File: config.mk
export PLATFORM = sky130hd
export DESIGN_NAME = pffa_front_flat
export DESIGN_NICKNAME = d
export VERILOG_FILES = /design/src/hdl/pffa_pkg.sv /design/src/hdl/pffa_if.sv /design/src/hdl/pffa_front.sv /design/src/flat_wrapper.sv
export SDC_FILE = /design/constraint.sdc
export NUM_CORES = 1
export LEC_CHECK = 0
export ABC_AREA = 1
export BUFFER_PORTS_ARGS = -buffer_cell sky130_fd_sc_hd__buf_2
export CORE_ASPECT_RATIO = 1.25
export CORE_MARGIN = 8
export CORE_UTILIZATION = 47
export DETAILED_ROUTE_END_ITERATION = 7
export GPL_TIMING_DRIVEN = 0
export PLACE_DENSITY_LB_ADDON = 0.05
export SLEW_MARGIN = 20
export SYNTH_ARGS = -nofsm -noshare
export SYNTH_HDL_FRONTEND = slang
export SYNTH_SLANG_ARGS = --single-unit
File: constraint.sdc
create_clock -name clk -period 2.4 [get_ports clk]
set_input_delay 0 -clock clk [delete_from_list [all_inputs] [get_ports clk]]
set_output_delay 0 -clock clk [all_outputs]
set_load 0.01 [all_outputs]
File: src/hdl/pffa_pkg.sv
// ----------------------------------------------------------------------------
// pffa_pkg
// shared types and codes of the frame allocator
// ----------------------------------------------------------------------------
`timescale 1ns / 1ps
package pffa_pkg;
  localparam logic CMD_TOUCH = 1'b0;
  localparam logic CMD_FAULT = 1'b1;

  typedef enum logic [3:0] {
    ST_IDLE,
    ST_FSRCH,
    ST_FWAIT,
    ST_ALLOC,
    ST_SCAN,
    ST_OWNRD,
    ST_OWNWT,
    ST_VSRCH,
    ST_VWAIT,
    ST_APPEND,
    ST_DONE
  } be_state_t;
endpackage

File: src/hdl/pffa_if.sv
// ----------------------------------------------------------------------------
// pffa_in_if / pffa_out_if
// valid/ready channels for input words and result words
// ----------------------------------------------------------------------------
`timescale 1ns / 1ps
interface pffa_in_if #(parameter int FRAMES = 64, parameter int PAGE_BITS = 10,
                       parameter int PROC_BITS = 4);
  logic                  valid;
  logic                  ready;
  logic                  cmd;
  logic [5:0]            touched_frame;
  logic [PROC_BITS-1:0]  proc_id;
  logic [PAGE_BITS-1:0]  virt_page;
  modport source (output valid, cmd, touched_frame, proc_id, virt_page, input ready);
  modport sink (input valid, cmd, touched_frame, proc_id, virt_page, output ready);
endinterface


File: src/hdl/pffa_front.sv
// ----------------------------------------------------------------------------
// pffa_front
// accepts words, passes touches on to the reference bits, queues faults
// ----------------------------------------------------------------------------
`timescale 1ns / 1ps
module pffa_front import pffa_pkg::*; #(
  parameter int FRAMES    = 64,
  parameter int PAGE_BITS = 10,
  parameter int PROC_BITS = 4
) (
  input  logic                         clk,
  input  logic                         rst,
  pffa_in_if.sink                      in_ch,
  output logic                         touch_en,
  output logic [5:0]                   touch_frame,
  output logic                         q_valid,
  input  logic                         q_pop,
  output logic [PROC_BITS+PAGE_BITS-1:0] q_data
);
  localparam int QW = PROC_BITS + PAGE_BITS;
  // two-entry fault queue
  logic [QW-1:0] qmem [2];
  logic          wp, rp;
  logic [1:0]    cnt;
  logic          push;

  // touches must not pass queued faults, so they wait for an empty queue
  assign in_ch.ready = (in_ch.cmd == CMD_FAULT) ? (cnt != 2'd2) : (cnt == 2'd0);
  assign push        = in_ch.valid && in_ch.ready && (in_ch.cmd == CMD_FAULT);
  assign touch_en    = in_ch.valid && in_ch.ready && (in_ch.cmd == CMD_TOUCH);
  assign touch_frame = in_ch.touched_frame;
  assign q_valid     = (cnt != 2'd0);
  assign q_data      = qmem[rp];

  always_ff @(posedge clk) begin
    if (push) qmem[wp] <= {in_ch.proc_id, in_ch.virt_page};
    if (rst) begin
      wp <= 1'b0;
      rp <= 1'b0;
      cnt <= 2'd0;
    end else begin
      if (push) wp <= ~wp;
      if (q_pop) rp <= ~rp;
      cnt <= cnt + {1'b0, push} - {1'b0, q_pop};
    end
  end
endmodule

File: src/flat_wrapper.sv
// flat-port wrapper written by rule: the top's interface ports become plain ports
module pffa_front_flat import pffa_pkg::*;
#(
  parameter int FRAMES    = 64,
  parameter int PAGE_BITS = 10,
  parameter int PROC_BITS = 4
)
  (clk, rst, touch_en, touch_frame, q_valid, q_pop, q_data, in_ch_valid, in_ch_cmd, in_ch_touched_frame, in_ch_proc_id, in_ch_virt_page, in_ch_ready);
  pffa_in_if #(.FRAMES(FRAMES), .PAGE_BITS(PAGE_BITS), .PROC_BITS(PROC_BITS)) in_ch_i ();
  input  logic clk;
  input  logic rst;
  output logic touch_en;
  output logic [5:0] touch_frame;
  output logic q_valid;
  input  logic q_pop;
  output logic [PROC_BITS+PAGE_BITS-1:0] q_data;
  input wire logic [$bits(in_ch_i.valid)-1:0] in_ch_valid;
  input wire logic [$bits(in_ch_i.cmd)-1:0] in_ch_cmd;
  input wire logic [$bits(in_ch_i.touched_frame)-1:0] in_ch_touched_frame;
  input wire logic [$bits(in_ch_i.proc_id)-1:0] in_ch_proc_id;
  input wire logic [$bits(in_ch_i.virt_page)-1:0] in_ch_virt_page;
  output wire logic [$bits(in_ch_i.ready)-1:0] in_ch_ready;
  assign in_ch_i.valid = in_ch_valid;
  assign in_ch_i.cmd = in_ch_cmd;
  assign in_ch_i.touched_frame = in_ch_touched_frame;
  assign in_ch_i.proc_id = in_ch_proc_id;
  assign in_ch_i.virt_page = in_ch_virt_page;
  assign in_ch_ready = in_ch_i.ready;
  pffa_front #(.FRAMES(FRAMES), .PAGE_BITS(PAGE_BITS), .PROC_BITS(PROC_BITS)) u_core (.clk(clk), .rst(rst), .in_ch(in_ch_i), .touch_en(touch_en), .touch_frame(touch_frame), .q_valid(q_valid), .q_pop(q_pop), .q_data(q_data));
endmodule
==> results of run 1 <==
[cells in the mapped netlist]
cell,number
a21oi_1,2
buf_4,7
dfxtp_1,5
edfxtp_1,28
ha_1,1
inv_1,6
mux2_2,14
nand2_1,5
nand3_1,1
nand3b_1,1
nand4_1,1
nand4_2,1
nor2_1,5
o21ai_2,1
or2_2,1
xnor2_1,2
[final timing paths]
path            startpoint           endpoint
max          u_core.cnt[0]  u_core.qmem[1][0]
min            in_ch_valid          u_core.wp
max reg2reg  u_core.cnt[0]  u_core.qmem[1][0]
min reg2reg      u_core.wp          u_core.wp
[logic make-up (layout without fill, tap and decap cells)]
group,after synthesis,count (layout)
adder cells (fa/ha/maj),1,1
AND/OR/NAND/NOR,15,15
XOR/XNOR,2,2
buffers and inverters,13,78
multiplexers,14,14
flip-flops,33,33
AO/OA/AOI/OAI,3,3
[worst reg2reg max path: stages, from the launching register on]
cell	delay [ns]
dfxtp_1	0.35
o21ai_2	0.24
nand3_1	0.17
nor2_2	0.59
[sequential cells by signal, indices dropped and copies added, names as in the netlist, named ones only]
signal and flops:
u_core.cnt 2, u_core.wp 1, u_core.rp 1, u_core.qmem 28
[final cells by class]
type / instances / area share
multi-input cells: 35 / 0.159
clock buffers: 6 / 0.0232
well taps: 34 / 0.0239
plain buffers: 7 / 0.0295
clock inverters: 2 / 0.0189
flip-flops and latches: 33 / 0.528
inverters: 6 / 0.0126
repair buffers: 57 / 0.205
[metal layers]
metal  track usage  vias to the layer above
met1         0.100                      382
met5             0                        -
met2         0.194                       28
met3        0.0565                        5
met4        0.0609                        0
li1              -                      418
[power breakdown]
group / leakage (nW) / switching (mW) / total, mW / internal, mW
Clock: 0.0399 / 0.171 / 0.388 / 0.217
Sequential: 0.297 / 0.0147 / 0.671 / 0.656
Combinational: 0.400 / 0.0972 / 0.203 / 0.106
Total: 0.737 / 0.283 / 1.26 / 0.979
==> results.yml, run 1 <==
drt:
  wl_met1_microns: 864
  avgRoutedWirePerCell_microns: 13.4
  finalWirelength_microns: 2420
  drtAntennaViolNets: 0
  drt_iter0_drc: 19
  wl_met3_microns: 189
  first_pass_iters: 4
  wl_met2_microns: 1320
  drcViolationCount: 0
  via_per_inst: 4.63
  vias: 833
  dr.max_layer_used: "met4"
yosys:
  syn-num-nets: 107
  synthTopCellsByArea: "edfxtp_1 65%, mux2_2 12%, dfxtp_1 7.7%"
  synth-compound-area-share: 0.0145
  yosys_warnings: 0
  postSynthAreaPerCell_sq_um: 16.0
  yosys.area_share.simple: 0.0579
  synthMuxAreaShare: 0.122
  synth_top_family_by_area: "multiplexers"
  yosys.area_share.adder: 0.00964
  synth_area_leader_cell: "edfxtp_1"
  yosysSeqAreaShare: 0.725
  synth_cell_types: 16
  netlist.area_leader.share: 0.648
  syn_area_sq_um: 1300
  synth_xor_xnor_area_share: 0.0135
  postSynthCellCount: 81
  yosys_register_bits: 33
floorplan:
  core_area_sq_um: 2650
  num_io_pins: 48
  row_count: 21
  dieHeight_microns: 74.7
  start_util: 0.489
  dieArea_sq_um: 4710
  die_width_microns: 63.0
global_routing:
  grt_remaining_overflow: 0
  grtUsageTotal: 0.109
  grt_pass1_wl_microns: 3870
  grt_max_degree: 15
  grt_pass1_vias: 841
  antenna_found_initial: 0
power_and_ir_drop:
  totalPowerFinal_mw: 1.26
  leakage_nw: 0.737
  powerDensity_nw_per_um2: 708
  vdd_drop_max_v: 0.000683
timing:
  hold_slack_ns: 0.0264
  maxSlewViolCount: 0
  rsz0062_at_grt: "false"
  finalCritPeriodShare: 0.717
  max_slew.worst_pin.slew_ns: 0.724
  min_period_ns: 1.72
  max-slew-margin-rel: 0.517
  setup_viol: 0
  fin_worst_skew_ns: 0.00736
  hold_viol: 0
  setup_tns_ns: 0
  setup_ws_ns: 0.680
  fmax_ghz: 0.581
critical_path:
  cpPeakStageDelay_ns: 0.59
  cp-start-kind: "flop"
  worst-path-max-fanout: 14
  crit_cells: 3
  cpMaxStageDelayCell: "nor2_2"
  worstPathArrival_ns: 1.67
  r2r_cells: 3
  crit_chain: "o21ai_2, nand3_1, nor2_2"
  critPathKind: "flop to flop"
  r2r_slack_ns: 0.68
  critPathBufInv: 0
  cp_top_family: "simple AND/OR/NAND/NOR gates"
  critPathRequiredTime_ns: 2.35
  cp-end-kind: "flop"
status:
  status: "complete, no violations"
place:
  preCtsSetupSlack_ns: 0.641
  portBuffers: 41
  place_inst: 156
  finalWeightedCongestion: 0.596
  hpwlAfterDp_microns: 1750
  postPlaceCellArea_sq_um: 1550
job:
  cap_violations: 0
clocking:
  cts-root-buf: "clkbuf_4"
  ctsResizeCount: 0
  clkSlewWorstSetupHoldPaths_ns: 0.09
  cts_hold_buf: 16
  cts-buffers-inserted: 5
  htreeDepth: 2
  tritoncts: "yes"
  clock-sinks: 33
  clkLatencyLatePin_ns: 0.32
  post_cts_buffers: 0
  clockBufferDepth: 2
cells_and_area:
  drive_gt1_frac: 0.493
  layout_common_cells: "41 x buf_2, 28 x edfxtp_1, 16 x dlygate4sd3_1"
  n_fill_cell: 215
  seqCellArea_sq_um: 941
  final_common_cell: "buf_2"
  area_delta_synth_final_pct: 37.4
  nets: 171
  stdcell_area_sq_um: 1780
  final_util: 0.672
  diodes: 0
  finalNonFillerCells: 180
  multi_input_area_sq_um: 284
min_path:
  hold_path_depth: 3
  holdCritPathClass: "input pin to flop"
No activity file was read; power rests on OpenSTA's default activity.
==> run 2, diff against run 1 <==
==> constraint.sdc (replaced) <==
create_clock -name clk -period 1.8 [get_ports clk]
set_input_delay 0 -clock clk [delete_from_list [all_inputs] [get_ports clk]]
set_output_delay 0 -clock clk [all_outputs]
set_load 0.01 [all_outputs]
==> run 2 against run 1 <==
Fmax up 9.9%. Worst hold slack worse by 0.00067 ns. Routed wire length up 0.83%. Clock-buffer cell count unchanged. Largest cell class unchanged. Largest power group unchanged. Highest routed layer unchanged.
==> results.yml, run 2 (synthesis results as in run 1) <==
status:
  status: "complete, no violations"
critical_path:
  cp-end-kind: "flop"
  cpMaxStageDelayCell: "inv_1"
  crit_chain: "o21ai_2, nand4_1, inv_1"
  cp-start-kind: "flop"
  cpPeakStageDelay_ns: 0.47
  crit_start: "u_core.cnt[0]"
  worst-path-max-fanout: 14
  critPathKind: "flop to flop"
  worstPathArrival_ns: 1.52
  critPathRequiredTime_ns: 1.76
  r2r-start: "u_core.cnt[0]"
place:
  postPlaceCellArea_sq_um: 1550
  hpwlAfterDp_microns: 1750
  finalWeightedCongestion: 0.596
  portBuffers: 41
  place_inst: 156
timing:
  max_slew.worst_pin.slew_ns: 0.581
  fmax_ghz: 0.639
  maxSlewViolCount: 0
  setup_viol: 0
  min_period_ns: 1.56
  hold_viol: 0
  max-slew-margin-rel: 0.612
  finalCritPeriodShare: 0.869
  fin_worst_skew_ns: 0.00535
  rsz0062_at_grt: "false"
  hold_slack_ns: 0.0258
global_routing:
  grt_max_degree: 15
  grtUsageTotal: 0.109
  grt_pass1_vias: 841
  antenna_found_initial: 0
  grt_remaining_overflow: 0
  grt_pass1_wl_microns: 3870
cells_and_area:
  reg_top3: "u_core.qmem x28, u_core.cnt x2"
  n_fill_cell: 215
  final_common_cell: "buf_2"
  finalNonFillerCells: 180
  layout_common_cells: "41 x buf_2, 28 x edfxtp_1, 16 x dlygate4sd3_1"
  diodes: 0
  nets: 171
  largest_reg_flops: 28
  drive_gt1_frac: 0.493
  stdcell_area_sq_um: 1790
  area_delta_synth_final_pct: 37.8
  regMostFlops: "u_core.qmem"
floorplan:
  dieArea_sq_um: 4710
  die_width_microns: 63.0
  start_util: 0.489
  num_io_pins: 48
  dieHeight_microns: 74.7
  row_count: 21
  core_area_sq_um: 2650
clocking:
  clkSlewWorstSetupHoldPaths_ns: 0.09
  cts-buffers-inserted: 5
  htreeDepth: 2
  clockBufferDepth: 2
  tritoncts: "yes"
  clock-sinks: 33
  cts-root-buf: "clkbuf_4"
  clkLatencyLatePin_ns: 0.32
  post_cts_buffers: 0
power_and_ir_drop:
  vdd_drop_max_v: 0.000911
  powerDensity_nw_per_um2: 941
  leakage_nw: 0.737
drt:
  avgRoutedWirePerCell_microns: 13.5
  drcViolationCount: 0
  first_pass_iters: 2
  vias: 835
  finalWirelength_microns: 2440
  via_per_inst: 4.64
  drtAntennaViolNets: 0
  drt_iter0_drc: 15
min_path:
  holdCritPathClass: "input pin to flop"
  hold_start: "in_ch_valid"
job:
  cap_violations: 0
[run 2: cell types whose count changed in the layout (fill, tap and decap cells not counted)]
cell | previous run | this run
nor2_4 | 0 | 1
nor2_2 | 1 | 0
[run 2: power breakdown]
part	leakage, nW	switching [mW]	internal (mW)
Clock	0.0399	0.225	0.289
Combinational	0.400	0.132	0.142
Sequential	0.297	0.0197	0.875
Total	0.737	0.376	1.31
[run 2: cell type report]
class	instances	area, sq um	share of cell area
clock inverters	2	33.8	0.0189
well taps	34	42.5	0.0238
plain buffers	7	52.6	0.0294
multi-input cells	35	289	0.162
clock buffers	6	41.3	0.0231
inverters	6	22.5	0.0126
flip-flops and latches	33	941	0.526
repair buffers	57	365	0.204
[run 2: worst paths after layout]
path	end	slack, ns	cells after the start
max	u_core.qmem[0][0]	0.24	3
min reg2reg	u_core.wp	0.47	2
min	u_core.wp	0.03	3
max reg2reg	u_core.qmem[0][0]	0.24	3
[run 2: per-layer routing]
metal	track usage	routed length (microns)	vias up
li1	-	-	420
met1	0.100	886	387
met2	0.194	1330	24
met3	0.0565	177	4
met4	0.0609	38	0
met5	0	0	-
[run 2: worst max-delay path, delay by kind of cell (launching register included)]
| family | cells | cell delay (ns) |
|---|---|---|
| buffers and inverters | 1 | 0.47 |
| DFF | 1 | 0.35 |
| AOI/OAI and AO/OA | 1 | 0.24 |
| and+or+nand+nor | 1 | 0.15 |
[run 2: metrics by stage]
stage	setup WS [ns]	utilization	power [mW]	setup TNS [ns]
after floorplan	0.0354	-	1.06	0
after global placement	-0.277	0.582	1.15	-3.87
after detailed placement	0.0409	0.583	1.16	0
after CTS	0.0183	0.672	1.71	0
after global routing	0.0795	0.674	1.76	0
final	0.235	0.674	1.68	0
[run 2: what timing repair did]
item / CTS / global route
setup endpoints to repair: 0 / 14
hold buffers: 16 / 0
gates resized for setup: 0 / 1
hold endpoints to repair: 33 / 0
